**config.mk**
```make
export PLATFORM = sky130hd
export DESIGN_NAME = mesh_area_volume_accumulator_core
export DESIGN_NICKNAME = d
export VERILOG_FILES = /design/src/sv/mava_pkg.sv /design/src/sv/mesh_area_volume_accumulator_core.sv /design/src/sv/mava_front.sv /design/src/sv/mava_back.sv
export SDC_FILE = /design/constraint.sdc
export NUM_CORES = 2
export LEC_CHECK = 0
export BUFFER_PORTS_ARGS = -buffer_cell sky130_fd_sc_hd__buf_2
export CAP_MARGIN = 20
export CORE_MARGIN = 3
export CORE_UTILIZATION = 25
export CTS_CLUSTER_DIAMETER = 150
export DETAILED_ROUTE_END_ITERATION = 8
export GPL_TIMING_DRIVEN = 0
export PLACE_DENSITY_LB_ADDON = 0.25
export SLEW_MARGIN = 40
export SYNTH_ARGS = -nofsm -noshare
export SYNTH_HDL_FRONTEND = slang
export SYNTH_SLANG_ARGS = --single-unit
```
**constraint.sdc**
```tcl
create_clock -name i_clk -period 12.95 [get_ports i_clk]
set_input_delay 1.9425 -clock i_clk [delete_from_list [all_inputs] [get_ports i_clk]]
set_output_delay 1.9425 -clock i_clk [all_outputs]
set_load 0.02 [all_outputs]
```
**src/sv/mava_pkg.sv**
```systemverilog
// Package: shared types and constants for the mesh area/volume accumulator
`timescale 1ns / 1ps
package mava_pkg;

    localparam int CoordW  = 16;
    localparam int EdgeW   = 17;
    localparam int AreaW   = 63;
    localparam int VolW    = 64;
    localparam int CountW  = 21;
    localparam int NormW   = 35;
    localparam int MagW    = 34;
    localparam int SqW     = 70;
    localparam int RootW   = 35;
    localparam int RemW    = 38;
    localparam int DotW    = 54;
    localparam int MulAW   = 36;
    localparam int MulBW   = 18;
    localparam int ProdW   = 54;
    localparam int DivSteps = 32;

    typedef struct packed {
        logic                       first;
        logic signed [EdgeW-1:0]    e0x;
        logic signed [EdgeW-1:0]    e0y;
        logic signed [EdgeW-1:0]    e0z;
        logic signed [EdgeW-1:0]    e1x;
        logic signed [EdgeW-1:0]    e1y;
        logic signed [EdgeW-1:0]    e1z;
        logic signed [CoordW-1:0]   ax;
        logic signed [CoordW-1:0]   ay;
        logic signed [CoordW-1:0]   az;
    } t_tri;

    typedef enum logic [2:0] {
        S_IDLE,
        S_MUL,
        S_UPD,
        S_ITER,
        S_FIN
    } t_state;

    typedef enum logic [3:0] {
        M_NX0, M_NX1, M_NY0, M_NY1, M_NZ0, M_NZ1,
        M_SXL, M_SXH, M_SYL, M_SYH, M_SZL, M_SZH,
        M_DX, M_DY, M_DZ, M_NONE
    } t_step;

endpackage

```
**src/sv/mesh_area_volume_accumulator_core.sv**
```systemverilog
// Top level: triangle mesh area and signed volume accumulator
//
//  channel | direction | handshake                  | payload
//  --------+-----------+----------------------------+------------------------------------
//  in      | input     | i_in_valid / o_in_ready    | first flag, vertices a, b, c (Q7.8)
//  out     | output    | o_out_valid / i_out_ready  | area, volume, count, overflow flag
//  cfg     | input     | i_cfg_we                   | flip_winding
//
//  Each beat passes through the back end in turn: the shared 36x18 multiplier sequence
//  (normal, squared length, dot product), an update state, then the bit-serial square
//  root with the divide-by-six running alongside, a write-out state and an idle state
//  before the next beat is taken from the queue.
//  Synchronous active-low reset clears the queue, the accumulators and the flip bit.
//  A two-entry queue takes new beats while the back end works; a full output register
//  stalls the back end only at write-out.
`timescale 1ns / 1ps
module mesh_area_volume_accumulator_core import mava_pkg::*; #(
    parameter int MAX_TRIANGLES = 1048576
) (
    input  logic                     i_clk,
    input  logic                     i_rst_n,
    input  logic                     i_cfg_we,
    input  logic                     i_cfg_wdata,
    input  logic                     i_in_valid,
    output logic                     o_in_ready,
    input  logic                     i_first_triangle,
    input  logic signed [CoordW-1:0] i_a_x,
    input  logic signed [CoordW-1:0] i_a_y,
    input  logic signed [CoordW-1:0] i_a_z,
    input  logic signed [CoordW-1:0] i_b_x,
    input  logic signed [CoordW-1:0] i_b_y,
    input  logic signed [CoordW-1:0] i_b_z,
    input  logic signed [CoordW-1:0] i_c_x,
    input  logic signed [CoordW-1:0] i_c_y,
    input  logic signed [CoordW-1:0] i_c_z,
    output logic                     o_out_valid,
    input  logic                     i_out_ready,
    output logic [AreaW-1:0]         o_running_area,
    output logic signed [VolW-1:0]   o_running_volume,
    output logic [CountW-1:0]        o_triangle_count,
    output logic                     o_overflowed
);

    logic r_flip;
    logic w_tri_vld;
    t_tri w_tri;
    logic w_pop;

    always_ff @(posedge i_clk) begin
        if (!i_rst_n) begin
            r_flip <= 1'b0;
        end else if (i_cfg_we) begin
            r_flip <= i_cfg_wdata;
        end
    end

    mava_front u_front (
        .i_clk            (i_clk),
        .i_rst_n          (i_rst_n),
        .i_in_valid       (i_in_valid),
        .o_in_ready       (o_in_ready),
        .i_first_triangle (i_first_triangle),
        .i_a_x            (i_a_x),
        .i_a_y            (i_a_y),
        .i_a_z            (i_a_z),
        .i_b_x            (i_b_x),
        .i_b_y            (i_b_y),
        .i_b_z            (i_b_z),
        .i_c_x            (i_c_x),
        .i_c_y            (i_c_y),
        .i_c_z            (i_c_z),
        .o_tri_vld        (w_tri_vld),
        .o_tri            (w_tri),
        .i_pop            (w_pop)
    );

    mava_back #(
        .MAX_TRIANGLES (MAX_TRIANGLES)
    ) u_back (
        .i_clk            (i_clk),
        .i_rst_n          (i_rst_n),
        .i_flip           (r_flip),
        .i_tri_vld        (w_tri_vld),
        .i_tri            (w_tri),
        .o_pop            (w_pop),
        .o_out_valid      (o_out_valid),
        .i_out_ready      (i_out_ready),
        .o_running_area   (o_running_area),
        .o_running_volume (o_running_volume),
        .o_triangle_count (o_triangle_count),
        .o_overflowed     (o_overflowed)
    );

endmodule

```
**src/sv/mava_front.sv**
```systemverilog
// Front end: accepts triangle beats, forms edge vectors, two-entry queue to the back end
`timescale 1ns / 1ps
module mava_front import mava_pkg::*; (
    input  logic                     i_clk,
    input  logic                     i_rst_n,
    input  logic                     i_in_valid,
    output logic                     o_in_ready,
    input  logic                     i_first_triangle,
    input  logic signed [CoordW-1:0] i_a_x,
    input  logic signed [CoordW-1:0] i_a_y,
    input  logic signed [CoordW-1:0] i_a_z,
    input  logic signed [CoordW-1:0] i_b_x,
    input  logic signed [CoordW-1:0] i_b_y,
    input  logic signed [CoordW-1:0] i_b_z,
    input  logic signed [CoordW-1:0] i_c_x,
    input  logic signed [CoordW-1:0] i_c_y,
    input  logic signed [CoordW-1:0] i_c_z,
    output logic                     o_tri_vld,
    output t_tri                     o_tri,
    input  logic                     i_pop
);

    t_tri        r_q [2];
    logic        r_wr_ptr;
    logic        r_rd_ptr;
    logic [1:0]  r_cnt;
    t_tri        w_tri;
    logic        w_push;

    function automatic logic signed [EdgeW-1:0] sub(input logic signed [CoordW-1:0] p,
                                                    input logic signed [CoordW-1:0] q);
        return EdgeW'(p) - EdgeW'(q);
    endfunction

    always_comb begin
        w_tri.first = i_first_triangle;
        w_tri.e0x   = sub(i_b_x, i_a_x);
        w_tri.e0y   = sub(i_b_y, i_a_y);
        w_tri.e0z   = sub(i_b_z, i_a_z);
        w_tri.e1x   = sub(i_c_x, i_a_x);
        w_tri.e1y   = sub(i_c_y, i_a_y);
        w_tri.e1z   = sub(i_c_z, i_a_z);
        w_tri.ax    = i_a_x;
        w_tri.ay    = i_a_y;
        w_tri.az    = i_a_z;
    end

    assign o_in_ready = (r_cnt != 2'd2);
    assign w_push     = i_in_valid && o_in_ready;
    assign o_tri_vld  = (r_cnt != 2'd0);
    assign o_tri      = r_q[r_rd_ptr];

    always_ff @(posedge i_clk) begin
        if (w_push) begin
            r_q[r_wr_ptr] <= w_tri;
        end
    end

    always_ff @(posedge i_clk) begin
        if (!i_rst_n) begin
            r_wr_ptr <= 1'b0;
            r_rd_ptr <= 1'b0;
            r_cnt    <= 2'd0;
        end else begin
            if (w_push) begin
                r_wr_ptr <= ~r_wr_ptr;
            end
            if (i_pop) begin
                r_rd_ptr <= ~r_rd_ptr;
            end
            r_cnt <= r_cnt + 2'(w_push) - 2'(i_pop);
        end
    end

endmodule

```
**src/sv/mava_back.sv**
```systemverilog
// Back end: shared multiplier sequence, bit-serial square root and divide-by-six, accumulators
`timescale 1ns / 1ps
module mava_back import mava_pkg::*; #(
    parameter int MAX_TRIANGLES = 1048576
) (
    input  logic                     i_clk,
    input  logic                     i_rst_n,
    input  logic                     i_flip,
    input  logic                     i_tri_vld,
    input  t_tri                     i_tri,
    output logic                     o_pop,
    output logic                     o_out_valid,
    input  logic                     i_out_ready,
    output logic [AreaW-1:0]         o_running_area,
    output logic signed [VolW-1:0]   o_running_volume,
    output logic [CountW-1:0]        o_triangle_count,
    output logic                     o_overflowed
);

    localparam logic [CountW-1:0] CountMax =
        (MAX_TRIANGLES < (2 ** CountW - 1)) ? CountW'(MAX_TRIANGLES) : {CountW{1'b1}};
    localparam logic [5:0] IterLast = 6'(RootW - 1);

    t_state r_state, n_state;
    t_step  r_step, r_pstep;
    logic   r_pvld;
    logic signed [ProdW-1:0] r_prod;
    logic signed [NormW-1:0] r_nx, r_ny, r_nz;
    logic [SqW-1:0]          r_sq;
    logic signed [DotW-1:0]  r_dot;

    logic [SqW-1:0]          r_rad;
    logic [RemW-1:0]         r_rem;
    logic [RootW-1:0]        r_root;
    logic [VolW-1:0]         r_dq;
    logic [1:0]              r_drem;
    logic                    r_dneg;
    logic [5:0]              r_iter;

    logic [AreaW-1:0]        r_area;
    logic signed [VolW-1:0]  r_vol;
    logic [CountW-1:0]       r_cnt;
    logic                    r_sat;

    logic                    w_mul_done, w_iter_done, w_out_free;
    logic                    w_do_upd, w_do_fin;
    logic signed [MulAW-1:0] w_ma;
    logic signed [MulBW-1:0] w_mb;
    logic [MagW-1:0]         w_mx, w_my, w_mz, w_mag;
    logic signed [DotW:0]    w_contrib;
    logic signed [VolW:0]    w_vsum;
    logic signed [VolW-1:0]  w_vbase, w_vnew;
    logic                    w_vovf;
    logic [VolW-1:0]         w_vmag;
    logic [RemW-1:0]         w_trem, w_trial;
    logic [3:0]              w_dnext;
    logic [1:0]              w_qd;
    logic [AreaW:0]          w_asum;
    logic [AreaW-1:0]        w_anew;
    logic                    w_aovf;
    logic [VolW-1:0]         w_quot;

    function automatic logic [MagW-1:0] mag(input logic signed [NormW-1:0] v);
        logic signed [NormW-1:0] t;
        t = v[NormW-1] ? -v : v;
        return t[MagW-1:0];
    endfunction

    assign w_mx = mag(r_nx);
    assign w_my = mag(r_ny);
    assign w_mz = mag(r_nz);

    // operand select for the shared multiplier
    always_comb begin
        w_mag = w_mx;
        unique case (r_step)
            M_SYL, M_SYH, M_DY: w_mag = w_my;
            M_SZL, M_SZH, M_DZ: w_mag = w_mz;
            default:            w_mag = w_mx;
        endcase
        w_ma = MulAW'(w_mag);
        w_mb = '0;
        unique case (r_step)
            M_NX0: begin w_ma = MulAW'(i_tri.e0y); w_mb = MulBW'(i_tri.e1z); end
            M_NX1: begin w_ma = MulAW'(i_tri.e0z); w_mb = MulBW'(i_tri.e1y); end
            M_NY0: begin w_ma = MulAW'(i_tri.e0z); w_mb = MulBW'(i_tri.e1x); end
            M_NY1: begin w_ma = MulAW'(i_tri.e0x); w_mb = MulBW'(i_tri.e1z); end
            M_NZ0: begin w_ma = MulAW'(i_tri.e0x); w_mb = MulBW'(i_tri.e1y); end
            M_NZ1: begin w_ma = MulAW'(i_tri.e0y); w_mb = MulBW'(i_tri.e1x); end
            M_SXL, M_SYL, M_SZL: w_mb = MulBW'({1'b0, w_mag[16:0]});
            M_SXH, M_SYH, M_SZH: w_mb = MulBW'({1'b0, w_mag[33:17]});
            M_DX: begin w_ma = MulAW'(r_nx); w_mb = MulBW'(i_tri.ax); end
            M_DY: begin w_ma = MulAW'(r_ny); w_mb = MulBW'(i_tri.ay); end
            M_DZ: begin w_ma = MulAW'(r_nz); w_mb = MulBW'(i_tri.az); end
            default: w_mb = '0;
        endcase
    end

    // volume update with saturation
    always_comb begin
        w_contrib = i_flip ? -(DotW+1)'(r_dot) : (DotW+1)'(r_dot);
        w_vbase   = i_tri.first ? '0 : r_vol;
        w_vsum    = (VolW+1)'(w_vbase) + (VolW+1)'(w_contrib);
        w_vovf    = (w_vsum[VolW] != w_vsum[VolW-1]);
        if (w_vovf) begin
            w_vnew = w_vsum[VolW] ? {1'b1, {(VolW-1){1'b0}}} : {1'b0, {(VolW-1){1'b1}}};
        end else begin
            w_vnew = w_vsum[VolW-1:0];
        end
        w_vmag = w_vnew[VolW-1] ? VolW'(-w_vnew) : VolW'(w_vnew);
    end

    // one root bit per cycle
    always_comb begin
        w_trem  = {r_rem[RemW-3:0], r_rad[SqW-1:SqW-2]};
        w_trial = {1'b0, r_root, 2'b01};
    end

    // two quotient bits of the divide by three per cycle
    always_comb begin
        w_dnext = {r_drem, r_dq[VolW-1:VolW-2]};
        priority if (w_dnext >= 4'd9) w_qd = 2'd3;
        else if (w_dnext >= 4'd6)     w_qd = 2'd2;
        else if (w_dnext >= 4'd3)     w_qd = 2'd1;
        else                          w_qd = 2'd0;
    end

    always_comb begin
        w_asum = (AreaW+1)'(r_area) + (AreaW+1)'(r_root);
        w_aovf = w_asum[AreaW];
        w_anew = w_aovf ? {AreaW{1'b1}} : w_asum[AreaW-1:0];
        w_quot = r_dneg ? VolW'(-r_dq) : r_dq;
    end

    assign w_mul_done  = r_pvld && (r_pstep == M_DZ);
    assign w_iter_done = (r_iter == IterLast);
    assign w_out_free  = !o_out_valid || i_out_ready;

    always_comb begin
        n_state = r_state;
        unique case (r_state)
            S_IDLE: if (i_tri_vld)    n_state = S_MUL;
            S_MUL:  if (w_mul_done)   n_state = S_UPD;
            S_UPD:                    n_state = S_ITER;
            S_ITER: if (w_iter_done)  n_state = S_FIN;
            S_FIN:  if (w_out_free)   n_state = S_IDLE;
            default:                  n_state = S_IDLE;
        endcase
    end

    always_comb begin
        w_do_upd = (r_state == S_UPD);
        w_do_fin = (r_state == S_FIN) && w_out_free;
        o_pop    = w_do_upd;
    end

    always_ff @(posedge i_clk) begin
        if (!i_rst_n) begin
            r_state     <= S_IDLE;
            r_step      <= M_NX0;
            r_pvld      <= 1'b0;
            r_iter      <= '0;
            r_area      <= '0;
            r_vol       <= '0;
            r_cnt       <= '0;
            r_sat       <= 1'b0;
            o_out_valid <= 1'b0;
        end else begin
            r_state <= n_state;
            r_pvld  <= (r_state == S_MUL) && (r_step != M_NONE);
            if (r_state == S_MUL && r_step != M_NONE) begin
                r_step <= t_step'(r_step + 4'd1);
            end else if (r_state != S_MUL) begin
                r_step <= M_NX0;
            end
            if (r_state == S_ITER) begin
                r_iter <= r_iter + 6'd1;
            end else begin
                r_iter <= '0;
            end
            if (w_do_upd) begin
                r_area <= i_tri.first ? '0 : r_area;
                r_vol  <= w_vnew;
                r_sat  <= (i_tri.first ? 1'b0 : r_sat) | w_vovf;
                if (i_tri.first) begin
                    r_cnt <= (CountMax != '0) ? CountW'(1) : '0;
                end else if (r_cnt < CountMax) begin
                    r_cnt <= r_cnt + CountW'(1);
                end
            end
            if (w_do_fin) begin
                r_area <= w_anew;
                r_sat  <= r_sat | w_aovf;
                o_out_valid <= 1'b1;
            end else if (i_out_ready) begin
                o_out_valid <= 1'b0;
            end
        end
    end

    always_ff @(posedge i_clk) begin
        r_prod  <= w_ma * w_mb;
        r_pstep <= r_step;
        if (r_state == S_IDLE) begin
            r_sq <= '0;
        end
        if (r_pvld) begin
            unique case (r_pstep)
                M_NX0: r_nx <= r_prod[NormW-1:0];
                M_NX1: r_nx <= r_nx - r_prod[NormW-1:0];
                M_NY0: r_ny <= r_prod[NormW-1:0];
                M_NY1: r_ny <= r_ny - r_prod[NormW-1:0];
                M_NZ0: r_nz <= r_prod[NormW-1:0];
                M_NZ1: r_nz <= r_nz - r_prod[NormW-1:0];
                M_SXL, M_SYL, M_SZL: r_sq <= r_sq + SqW'(unsigned'(r_prod));
                M_SXH, M_SYH, M_SZH: r_sq <= r_sq + (SqW'(unsigned'(r_prod)) << 17);
                M_DX:  r_dot <= r_prod[DotW-1:0];
                M_DY, M_DZ: r_dot <= r_dot + r_prod[DotW-1:0];
                default: r_dot <= r_dot;
            endcase
        end
        if (w_do_upd) begin
            r_rad  <= r_sq;
            r_rem  <= '0;
            r_root <= '0;
            r_dq   <= {1'b0, w_vmag[VolW-1:1]};
            r_drem <= 2'd0;
            r_dneg <= w_vnew[VolW-1];
        end else if (r_state == S_ITER) begin
            r_rad <= {r_rad[SqW-3:0], 2'b00};
            if (w_trem >= w_trial) begin
                r_rem  <= w_trem - w_trial;
                r_root <= {r_root[RootW-2:0], 1'b1};
            end else begin
                r_rem  <= w_trem;
                r_root <= {r_root[RootW-2:0], 1'b0};
            end
            if (r_iter < 6'(DivSteps)) begin
                r_dq   <= {r_dq[VolW-3:0], w_qd};
                r_drem <= 2'(w_dnext - 4'(w_qd) * 4'd3);
            end
        end
        if (w_do_fin) begin
            o_running_area   <= w_anew;
            o_running_volume <= w_quot;
            o_triangle_count <= r_cnt;
            o_overflowed     <= r_sat | w_aovf;
        end
    end

endmodule

```
==> flow_summary.json <==
{
  "status": "completed",
  "detail_route.drc_violations": 0,
  "areaGrowthSynthToFinish_pct": 14.72,
  "clock-skew-final_ps": 99.16,
  "row_count": 226,
  "synthDominantAreaCellType": "sky130_fd_sc_hd__edfxtp_1",
  "worst_slew_pin_slew_ps": 926.7,
  "cpMostUsedCell": "sky130_fd_sc_hd__fa_1",
  "dr_total_vias": 80181,
  "cts.sinks": 1116,
  "wirelength_met1_um": 164500,
  "drt.antenna.violating_nets": 0,
  "synthDistinctLibCells": 92,
  "report.final.hold_viol_count": 0,
  "final_net_count": 12474,
  "globalplace.congestion": 0.9066,
  "drc_marker_count_from_the_first_detailed_route_iteration": 7076,
  "timing.critical_path.buf_inv": 10,
  "clock_tree.root_cell": "sky130_fd_sc_hd__clkbuf_16",
  "drtPass1Iterations": 9,
  "tritoncts_clock_tree": "yes",
  "cts_htree_levels": 4,
  "io_pins": 302,
  "critical-path-max-stage-delay_ps": 670,
  "async_reset_ff_share_pct": 0,
  "timing.setup.tns_ps": 0,
  "synth_commonest_cells": "sky130_fd_sc_hd__nand2_1 (1467), sky130_fd_sc_hd__inv_1 (1061), sky130_fd_sc_hd__edfxtp_1 (761)",
  "highest_layer": "met5",
  "grt_pass1_wl_um": 522200,
  "die_w_um": 624.8,
  "clock_pin_slew_on_the_worst_setup_and_hold_paths_ps": 60,
  "met3_wirelength_um": 18970,
  "timing.final.setup_violations": 0,
  "timing.fmax_ghz": 0.08012,
  "post_route_cells_drive_above_1_share_pct": 7.747,
  "path_class": "reg -> reg",
  "maxSlewViolCount": 0,
  "crit_slowest_cell": "sky130_fd_sc_hd__a21oi_2",
  "floorplan.initialDensity_pct": 25.19,
  "synthFlopType": "sky130_fd_sc_hd__edfxtp_1",
  "dp.final_hpwl_um": 285200,
  "timing.critical_path.required_ps": 13650,
  "first_global_vias": 78879,
  "syn-mean-instance-area_sq_um": 9.058,
  "timing.critical_path.fanout_max": 10,
  "clk-insertion-delay-late_ps": 880,
  "die_y_um": 624.8,
  "die_area_sq_mm": 0.3904,
  "crit_family": "compound AO/OA/AOI/OAI gates",
  "post_synth_main_area_contributors": "sky130_fd_sc_hd__edfxtp_1 (24%), sky130_fd_sc_hd__fa_1 (13%), sky130_fd_sc_hd__ha_1 (8.3%)",
  "wl_met2_um": 160300,
  "gr-usage-all-layers_pct": 17.63,
  "grt_overflow_total": 0,
  "synth_cells": 10570,
  "min_period_over_period_pct": 96.38,
  "reg2reg_slack_ps": 470,
  "synth.yosys.seq_area_share_pct": 31.29,
  "min_path_type": "reg -> reg",
  "mappedNetlistNets": 11980,
  "timing.final.crit_period_ps": 12480,
  "postSynthRegisterBits": 1116,
  "synthDominantCellAreaShare_pct": 23.87,
  "cap_violations": 0,
  "worst_setup_path_end_kind": "register",
  "largest_net_degree_at_the_start_of_global_routing": 62,
  "cts_made_buffers": 144,
  "route.detailed.vias_per_inst": 4.949,
  "synth-edff-count": 761,
  "cts.path.max_buffers": 4,
  "worst_setup_path_start_kind": "register",
  "core-area_sq_mm": 0.3800,
  "crit_arrival_ps": 13180,
  "portBuffers": 300,
  "syn-cell-area_sq_mm": 0.09574,
  "slew_headroom_pct": 38.22,
  "synth_most_common_cell": "sky130_fd_sc_hd__nand2_1",
  "ys.warnings.count": 0,
  "unrepaired_setup_endpoints_after_global_routing": "no",
  "antenna_found_initial": 24,
  "routed_wire_length_per_instance_um": 21.89,
  "detail_route.wirelength_um": 354600,
  "final_core_utilization_pct": 28.90
}
worst paths after layout:
check / from / endpoint / depth (start not counted)
setup / recovery: u_back.r_step[0] / u_back.r_prod[53] / 38
hold / removal: u_back.r_step[3] / u_back.r_pstep[3] / 0
setup reg to reg: u_back.r_step[0] / u_back.r_prod[53] / 38
hold reg to reg: u_back.r_step[3] / u_back.r_pstep[3] / 0
flip-flops by register name (all words and copies together), names as in the netlist, 36 cells and up, named ones only:
name and cells:
u_front.r_q 302, u_back.r_rad 70, u_back.r_sq 70, u_back.o_running_volume 64, u_back.r_dq 64, u_back.r_vol 64
u_back.o_running_area 63, u_back.r_area 63, u_back.r_dot 54, u_back.r_prod 54, u_back.r_rem 36
cells in the final DEF (no fill, tap or decap), drive strengths merged, types with 355 or more instances in the layout:
cell	netlist	layout
clkbuf	414	595
fa	621	621
dfxtp	355	355
buf	34	385
edfxtp	761	761
o21ai	742	742
xnor2	450	450
ha	638	638
inv	1062	1071
a21oi	575	575
nand2	1467	1467
nor2	558	558
per-stage QoR:
stage / area, sq um / worst slack (ps) / std cells / hold slack [ps]
floorplan: 95740 / 2024 / 10570 / 329.0
global placement: 103500 / -3087 / 15886 / 396.7
detailed placement: 104800 / -1648 / 15939 / 396.4
CTS: 109700 / 93.49 / 16197 / 392.4
global route: 109800 / 0.6386 / 16195 / 403.4
finish: 109800 / 468.5 / 16200 / 409.4
worst reg2reg max path, delay by kind of cell, from the launching register on:
kind	cells	cell delay (ps)
adders and majority gates	8	3710
DFF	1	630
buffers and inverters	10	2680
xor gates and xnor gates	1	250
AOI/OAI and AO/OA	14	4060
and+or+nand+nor	5	1030
routing by layer:
layer | GRT usage (%) | vias to the layer above
li1 | - | 37932
met1 | 24.72 | 39290
met2 | 28.62 | 2468
met3 | 1.833 | 489
met4 | 4.988 | 2
met5 | 0 | -
cell type report:
class                      instances  area (sq um)
fill                           40826        270200
clock buffer                     185          3975
inverter                        1065          4003
multi-input combinational       7941         60590
antenna                            6         15.01
tap                             5016          6276
timing repair buffer             355          2308
clock inverter                    75         899.6
buffer                           441          1778
sequential                      1116         29990
kinds of logic after synthesis:
kind of cell / Yosys count / synth area share [%]
XOR/XNOR: 737 / 6.742
buffers and inverters: 1513 / 5.936
multiplexers: 114 / 1.230
AO/OA/AOI/OAI: 2642 / 17.96
flip-flops: 1116 / 31.29
adder cells (fa/ha/maj): 1259 / 21.32
AND/OR/NAND/NOR: 3189 / 15.52
what timing repair did:
item | in CTS | in global routing
gates resized for setup | 28 | 40
hold buffers | 0 | 0
buffers inserted | 2 | 0
endpoints found under the setup margin | 34 | 18
endpoints found under the hold margin | 0 | 0
pin swaps | 1 | 0
Power is not shown: default switching activity piles up to over one toggle a cycle in this logic, so the estimate is an artifact.
